==> src/design/pf_pkg.sv <==
// shared constants and types for the prime factorizer
`default_nettype none

package pf_pkg;

  // width of the value to factor
  localparam int unsigned VALUE_BITS = 31;
  // trial divisors stay just above the square root of the value
  localparam int unsigned DIV_BITS   = VALUE_BITS / 2 + 1;
  // step counter of the serial divider, holds VALUE_BITS itself
  localparam int unsigned CNT_BITS   = $clog2(VALUE_BITS + 1);

  // quotient and remainder of one trial division
  typedef struct packed {
    logic [VALUE_BITS-1:0] quo;
    logic [DIV_BITS-1:0]   rem;
  } div_res_t;

endpackage : pf_pkg

`default_nettype wire

==> src/design/prime_factorizer_top.sv <==
// prime factorizer top level: trial-division sequencer and output register
//
//  channel | valid       | stall       | payload
//  --------+-------------+-------------+---------------------------
//  in      | in_valid_i  | in_stall_o  | value_i
//  out     | out_valid_o | out_stall_i | factor_o, last_o, none_o
//
// each trial divisor is worked by the bit-serial divider (one quotient bit
// per cycle); a 31-bit prime takes about 23200 trials, and each emitted
// factor passes through the S_EMIT state.
// one item is factored at a time; in_stall_o is high from acceptance until
// the last factor is in the output register. a stalled output holds the
// sequencer. reset clears the control state, no clearing pass.
`default_nettype none

module prime_factorizer_top
  import pf_pkg::*;
(
  input  wire logic                  clk_i,
  input  wire logic                  rst_ni,
  input  wire logic                  in_valid_i,
  output      logic                  in_stall_o,
  input  wire logic [VALUE_BITS-1:0] value_i,
  output      logic                  out_valid_o,
  input  wire logic                  out_stall_i,
  output      logic [VALUE_BITS-1:0] factor_o,
  output      logic                  last_o,
  output      logic                  none_o
);

  // sequencer states
  localparam logic [1:0] S_IDLE  = 2'd0;
  localparam logic [1:0] S_START = 2'd1;
  localparam logic [1:0] S_DIV   = 2'd2;
  localparam logic [1:0] S_EMIT  = 2'd3;

  logic [1:0]            state_q, state_d;
  logic [1:0]            after_q, after_d;
  logic [VALUE_BITS-1:0] remain_q, remain_d;
  logic [DIV_BITS-1:0]   trial_q, trial_d;
  logic [VALUE_BITS-1:0] pend_factor_q, pend_factor_d;
  logic                  pend_last_q, pend_last_d;
  logic                  pend_none_q, pend_none_d;
  logic                  out_valid_q, out_valid_d;
  logic [VALUE_BITS-1:0] factor_q;
  logic                  last_q;
  logic                  none_q;

  logic                  in_accept;
  logic                  out_free;
  logic                  emit;
  logic                  div_start;
  logic                  div_done;
  div_res_t              div_res;
  logic [VALUE_BITS-1:0] trial_wide;

  assign in_stall_o = (state_q != S_IDLE);
  assign in_accept  = in_valid_i && !in_stall_o;
  assign out_free   = !out_valid_q || !out_stall_i;
  assign emit       = (state_q == S_EMIT) && out_free;
  assign trial_wide = {{(VALUE_BITS-DIV_BITS){1'b0}}, trial_q};

  pf_div u_div (
    .clk_i      (clk_i),
    .rst_ni     (rst_ni),
    .start_i    (div_start),
    .dividend_i (remain_q),
    .divisor_i  (trial_q),
    .done_o     (div_done),
    .res_o      (div_res)
  );

  // trial-division sequencer
  always_comb begin
    state_d       = state_q;
    after_d       = after_q;
    remain_d      = remain_q;
    trial_d       = trial_q;
    pend_factor_d = pend_factor_q;
    pend_last_d   = pend_last_q;
    pend_none_d   = pend_none_q;
    div_start     = 1'b0;
    unique case (state_q)
      S_IDLE: begin
        if (in_accept) begin
          remain_d = value_i;
          trial_d  = DIV_BITS'(2);
          state_d  = S_START;
        end
      end
      S_START: begin
        if (remain_q <= VALUE_BITS'(1)) begin
          // zero or one: single item with the none flag
          pend_factor_d = '0;
          pend_last_d   = 1'b1;
          pend_none_d   = 1'b1;
          after_d       = S_IDLE;
          state_d       = S_EMIT;
        end else begin
          div_start = 1'b1;
          state_d   = S_DIV;
        end
      end
      S_DIV: begin
        if (div_done) begin
          if (div_res.quo < trial_wide) begin
            // divisor squared exceeds remainder: what is left is prime
            pend_factor_d = remain_q;
            pend_last_d   = 1'b1;
            pend_none_d   = 1'b0;
            after_d       = S_IDLE;
            state_d       = S_EMIT;
          end else if (div_res.rem == '0) begin
            // quotient is at least the divisor, so more factors follow
            pend_factor_d = trial_wide;
            pend_last_d   = 1'b0;
            pend_none_d   = 1'b0;
            remain_d      = div_res.quo;
            after_d       = S_START;
            state_d       = S_EMIT;
          end else begin
            trial_d = (trial_q == DIV_BITS'(2)) ? DIV_BITS'(3)
                                                : trial_q + DIV_BITS'(2);
            state_d = S_START;
          end
        end
      end
      S_EMIT: begin
        if (out_free) begin
          state_d = after_q;
        end
      end
    endcase
  end

  // output register
  always_comb begin
    out_valid_d = out_valid_q;
    if (emit) begin
      out_valid_d = 1'b1;
    end else if (out_valid_q && !out_stall_i) begin
      out_valid_d = 1'b0;
    end
  end

  // control state
  always_ff @(posedge clk_i or negedge rst_ni) begin
    if (!rst_ni) begin
      state_q     <= S_IDLE;
      after_q     <= S_IDLE;
      out_valid_q <= 1'b0;
    end else begin
      state_q     <= state_d;
      after_q     <= after_d;
      out_valid_q <= out_valid_d;
    end
  end

  // payload registers
  always_ff @(posedge clk_i) begin
    remain_q      <= remain_d;
    trial_q       <= trial_d;
    pend_factor_q <= pend_factor_d;
    pend_last_q   <= pend_last_d;
    pend_none_q   <= pend_none_d;
    if (emit) begin
      factor_q <= pend_factor_q;
      last_q   <= pend_last_q;
      none_q   <= pend_none_q;
    end
  end

  assign out_valid_o = out_valid_q;
  assign factor_o    = factor_q;
  assign last_o      = last_q;
  assign none_o      = none_q;

endmodule : prime_factorizer_top

`default_nettype wire

==> src/design/pf_div.sv <==
// bit-serial restoring divider, one quotient bit per cycle
`default_nettype none

module pf_div
  import pf_pkg::*;
(
  input  wire logic                  clk_i,
  input  wire logic                  rst_ni,
  input  wire logic                  start_i,
  input  wire logic [VALUE_BITS-1:0] dividend_i,
  input  wire logic [DIV_BITS-1:0]   divisor_i,
  output      logic                  done_o,
  output      div_res_t              res_o
);

  logic                  run_q, run_d;
  logic [CNT_BITS-1:0]   cnt_q, cnt_d;
  logic [VALUE_BITS-1:0] quo_q, quo_d;
  logic [DIV_BITS-1:0]   rem_q, rem_d;
  logic [DIV_BITS-1:0]   dvs_q, dvs_d;
  logic [DIV_BITS:0]     shifted;
  logic [DIV_BITS:0]     diff;

  // one restoring step: bring in the next dividend bit and try a subtract
  assign shifted = {rem_q, quo_q[VALUE_BITS-1]};
  assign diff    = shifted - {1'b0, dvs_q};

  always_comb begin
    run_d = run_q;
    cnt_d = cnt_q;
    quo_d = quo_q;
    rem_d = rem_q;
    dvs_d = dvs_q;
    if (start_i) begin
      run_d = 1'b1;
      cnt_d = CNT_BITS'(VALUE_BITS);
      quo_d = dividend_i;
      rem_d = '0;
      dvs_d = divisor_i;
    end else if (run_q) begin
      if (cnt_q == '0) begin
        run_d = 1'b0;
      end else begin
        cnt_d = cnt_q - CNT_BITS'(1);
        if (!diff[DIV_BITS]) begin
          rem_d = diff[DIV_BITS-1:0];
          quo_d = {quo_q[VALUE_BITS-2:0], 1'b1};
        end else begin
          rem_d = shifted[DIV_BITS-1:0];
          quo_d = {quo_q[VALUE_BITS-2:0], 1'b0};
        end
      end
    end
  end

  // control state
  always_ff @(posedge clk_i or negedge rst_ni) begin
    if (!rst_ni) begin
      run_q <= 1'b0;
      cnt_q <= '0;
    end else begin
      run_q <= run_d;
      cnt_q <= cnt_d;
    end
  end

  // datapath shift registers
  always_ff @(posedge clk_i) begin
    quo_q <= quo_d;
    rem_q <= rem_d;
    dvs_q <= dvs_d;
  end

  assign done_o    = run_q && (cnt_q == '0);
  assign res_o.quo = quo_q;
  assign res_o.rem = rem_q;

endmodule : pf_div

`default_nettype wire

==> config.mk <==
export PLATFORM = sky130hd
export DESIGN_NAME = prime_factorizer_top
export DESIGN_NICKNAME = d
export VERILOG_FILES = /design/src/design/pf_pkg.sv /design/src/design/prime_factorizer_top.sv /design/src/design/pf_div.sv
export SDC_FILE = /design/constraint.sdc
export NUM_CORES = 1
export LEC_CHECK = 0
export ABC_AREA = 1
export BUFFER_PORTS_ARGS = -buffer_cell sky130_fd_sc_hd__buf_4
export CAP_MARGIN = 20
export CORE_MARGIN = 10
export CORE_UTILIZATION = 35
export DETAILED_ROUTE_END_ITERATION = 16
export GPL_TIMING_DRIVEN = 0
export HOLD_SLACK_MARGIN = 0.03
export PLACE_DENSITY_LB_ADDON = 0.05
export SLEW_MARGIN = 20
export SYNTH_ARGS = -nofsm -noshare
export SYNTH_HDL_FRONTEND = slang
export SYNTH_SLANG_ARGS = --single-unit
==> constraint.sdc <==
create_clock -name clk_i -period 2.7 [get_ports clk_i]
set_input_delay 0.135 -clock clk_i [delete_from_list [all_inputs] [get_ports clk_i]]
set_output_delay 0.135 -clock clk_i [all_outputs]
set_load 0.005 [all_outputs]
==> summary.md <==
| Metric | Value |
|---|---|
| Detailed Route WL | 23,730 µm |
| Total CTS buffers | 17 |
| Final Hold Viols | 0 |
| Area contributors post-synth | edfxtp_1, nand2_1, inv_1 |
| Final Skew | between 15 and 20 ps |
| Avg Cell Area, Syn | between 9 and 10 µm² |
| Post-DP HPWL | 17,350 µm |
| Register area share after synthesis | 0.5923 |
| WP data required | roughly 2800 ps |
| DRT Pass-1 Iters | 4 |
| Drt via density | 4.665 |
| Number of synthesized flops with an enable pin | 160 |
| Crit Path Max Fanout | 6 |
| Vias in the first global route | 6,562 |
| Reg-to-reg endpoint | pend_factor_q[0]$_SDFFCE_PN0P_ |
| Share of post-route cells with drive strength above 1 | 0.2026 |
| RR Startpoint | trial_q[9]$_SDFFCE_PP0P_ |
| Vias | 6,512 |
| Worst-Skew Late Latency | roughly 440 ps |
| Initial antenna violation count | 0 |
| Top-area cell type share of the netlist area | 0.5294 |
| Die ar. | about 33,000 µm² |
| Layout overhead on the synthesized area | 23.51% |
| Sw frac | 0.4192 |
| Combinational share of power | 0.452 |
| Worst Path Arrival | between 2000 and 3000 ps |
| Initial DRC Count | 334 |
| Synth cell types | 46 |
| Port-buffer cells | slightly below 70 |
| Setup Viol. Count Final | 0 |
| Max-cap violations | 0 |
| Syn Inst Count | roughly 910 |
| Cell Int Power | 0.008443 W |
| Pin count of the biggest net entering global routing | 32 |
| Global route total overflow | 0 |
| Final Power | ~0.015 W |
| Critical path type | register to register |
| Leakage power | around 5 nW |
| Ant diodes | 0 |
| Worst min path class | primary input to async pin |
| Pins Over Slew Limit | 0 |
| Pwr Density | between 1000 and 1500 nW/µm² |
| F_max | 400.8 MHz |
| Critical Path End Type | register |
| Final worst-path cycle share | 0.9241 |
| Clock share of power | 0.171 |
| Commonest non-fill, non-tap cells in the layout | nand2_1, edfxtp_1, inv_1 |
| DR DRC count | 0 |
| DRT antenna net count | 0 |
| Max_slew headroom | 0.4868 |
| Netlist Area Pre-Place | roughly 9000 µm² |
| Routed len/inst | between 15 and 20 µm |
| Pre-CTS setup slack | -305.1 ps |
| Fillers | ~2,500 |
| Longest Clk Path Bufs | 2 |
| RSZ-0062 raised after global routing | false |
| Register share of total power | 0.377 |
| R2R depth | 16 |
| Die H | 181.0 µm |
| R2R Setup Slk | about 200 ps |
| Row count | 58 |
| Root Driver | clkbuf_16 |
| Commonest non-fill, non-tap cell in the layout | nand2_1 |
| GRT Total Usage | 0.1446 |
| RePlAce Congestion | a little over 0.8 |
| Status | finished clean |
| First-pass GRT wire length | 37,390 µm |
| FFs w/ async S/R, synth | 0.05376 |
| Initial Util | 0.3583 |
| Die Width | 181.0 µm |
| Net Switching | ~0.0061 W |
| Worst vdd ir | 0.4617 mV |
| Post-Syn Nets | ~980 |
| TritonCTS Sinks | 186 |
| Ys flop type | edfxtp_1 |
| Final Critical Period | around 2500 ps |
| H-tree depth | 4 |
| CTS tree | yes |
| Slew @ Worst Pin | 769.9 ps |
| Final worst slack | between 200 and 250 ps |
| Cell taking the most area after synthesis | edfxtp_1 |
| Clock transition at path regs | around 70 ps |
| Yosys reg bits | 186 |
| Nets | ~1,100 |
| Worst setup SP type | register |
| Core area | roughly 25,000 µm² |
| Yosys warns | 0 |
| # IOs | 70 |
==> per-layer routing <==
metal  GRT usage  share of wire  vias to the layer above  wire, µm
met1      0.2028           0.50                     3065     11790
met3     0.03037          0.040                        9       956
met4     0.03612         0.0099                        0       235
li1            -              -                     3337         -
met5           0              0                        -         0
met2      0.2223           0.45                      101     10750
==> Yosys cell counts, types with 2 or more instances <==
| cell type | instances |
|---|---|
| a21oi_1 | 24 |
| nand3_2 | 5 |
| nand2_1 | 255 |
| nor2_1 | 52 |
| o31ai_1 | 2 |
| nand2_2 | 9 |
| nor2_2 | 9 |
| nand2_4 | 3 |
| nor2_4 | 2 |
| nor4_1 | 13 |
| edfxtp_1 | 160 |
| nand3_1 | 31 |
| xnor2_1 | 3 |
| a31oi_1 | 2 |
| nand4_1 | 7 |
| nor3_1 | 9 |
| dfxtp_1 | 16 |
| xor2_1 | 9 |
| o22ai_1 | 17 |
| buf_4 | 4 |
| ha_1 | 34 |
| o21ai_1 | 13 |
| buf_6 | 2 |
| o21ai_2 | 8 |
| buf_2 | 6 |
| o21ai_0 | 41 |
| nor3_2 | 4 |
| o21bai_1 | 3 |
| nor2_8 | 3 |
| clkbuf_1 | 7 |
| dfrtp_1 | 10 |
| inv_2 | 17 |
| inv_1 | 120 |
==> per-stage QoR <==
step                      cells  utilization  cell area [µm²]  setup TNS (ps)  hold slack (ps)
final                      1396       0.4425            11210               0            65.70
after global routing       1396       0.4425            11210               0            68.79
after CTS                  1383       0.4362            11050               0            62.24
after detailed placement   1316       0.3991            10110           -8871           -21.26
after global placement     1312       0.3951            10010         -128430           -22.06
after floorplan             913            -             9075               0           -160.6
==> flip-flops by register name (all words and copies together), names as in the netlist, 5 cells and up <==
signal,count
u_div.rem_q,16
trial_q,16
u_div.quo_q,31
u_div.dvs_q,16
u_div.cnt_q,5
factor_o,31
remain_q,31
pend_factor_q,31
==> power by group through the flow <==
stage	Sequential, W	Clock, W	Combinational, W
after floorplan	0.00532	0	0.00444
final	0.00548	0.00249	0.00656
after CTS	0.00549	0.00256	0.00643
after global placement	0.00560	0	0.00614
after global routing	0.00563	0.00268	0.00750
after detailed placement	0.00556	0	0.00631
==> cell families after synthesis <==
family / count (synthesis) / share of synthesized area
AO/OA/AOI/OAI: 116 / 0.07349
XOR/XNOR: 12 / 0.01158
adder cells (fa/ha/maj): 35 / 0.04908
buffers and inverters: 159 / 0.07211
flip-flops: 186 / 0.5923
AND/OR/NAND/NOR: 405 / 0.2014
==> layout make-up <==
type / instances / area, µm² / area share
multi-input combinational: 568 / 3093 / 0.2760
buffer: 21 / 141.4 / 0.01261
tap: 330 / 412.9 / 0.03684
clock buffer: 17 / 425.4 / 0.03796
timing repair buffer: 121 / 1081 / 0.09645
inverter: 138 / 530.5 / 0.04733
sequential: 186 / 5375 / 0.4796
clock inverter: 15 / 148.9 / 0.01328
==> repair_timing <==
item / CTS / global route
cloned: 0 / 1
gates resized for setup: 9 / 12
endpoints found under the hold margin: 42 / 0
setup endpoints to repair: 59 / 106
hold buffers: 33 / 0
pin swaps: 0 / 1
buffers inserted: 2 / 12
==> worst max path at each step <==
| stage | slack, ps | depth (start not counted) | to | startpoint |
|---|---|---|---|---|
| 5_1_grt | 20 | 15 | trial_q[4]$_SDFFCE_PP0P_ | trial_q[14]$_SDFFCE_PP0P_ |
| 3_3_place_gp | -1430 | 2 | factor_o[6]$_DFFE_PP_ | state_q[1]$_DFFE_PN0P_ |
| 4_1_cts | 5 | 16 | pend_factor_q[7]$_SDFFCE_PN0P_ | trial_q[13]$_SDFFCE_PP0P_ |
| 3_5_place_dp | -310 | 14 | remain_q[11]$_DFFE_PP_ | trial_q[11]$_SDFFCE_PP0P_ |
| 2_1_floorplan | 120 | 15 | pend_factor_q[0]$_SDFFCE_PN0P_ | trial_q[6]$_SDFFCE_PP0P_ |
| 6_report | 200 | 16 | pend_factor_q[0]$_SDFFCE_PN0P_ | trial_q[9]$_SDFFCE_PP0P_ |
==> critical path, stage by stage, from the launching register on <==
cell      delay (ps)
edfxtp_1         490
inv_1            170
ha_1             250
nand2_1           50
inv_1             50
nand2_1           60
nand2_1           50
a21oi_1          120
nand2_1          120
nand2_1          110
nand2_1           90
nand2_1           70
nand2_1           80
nand2_1          130
nand2_2           80
clkinv_4          80
buf_4            190
Power figures use the tool's default switching activity.
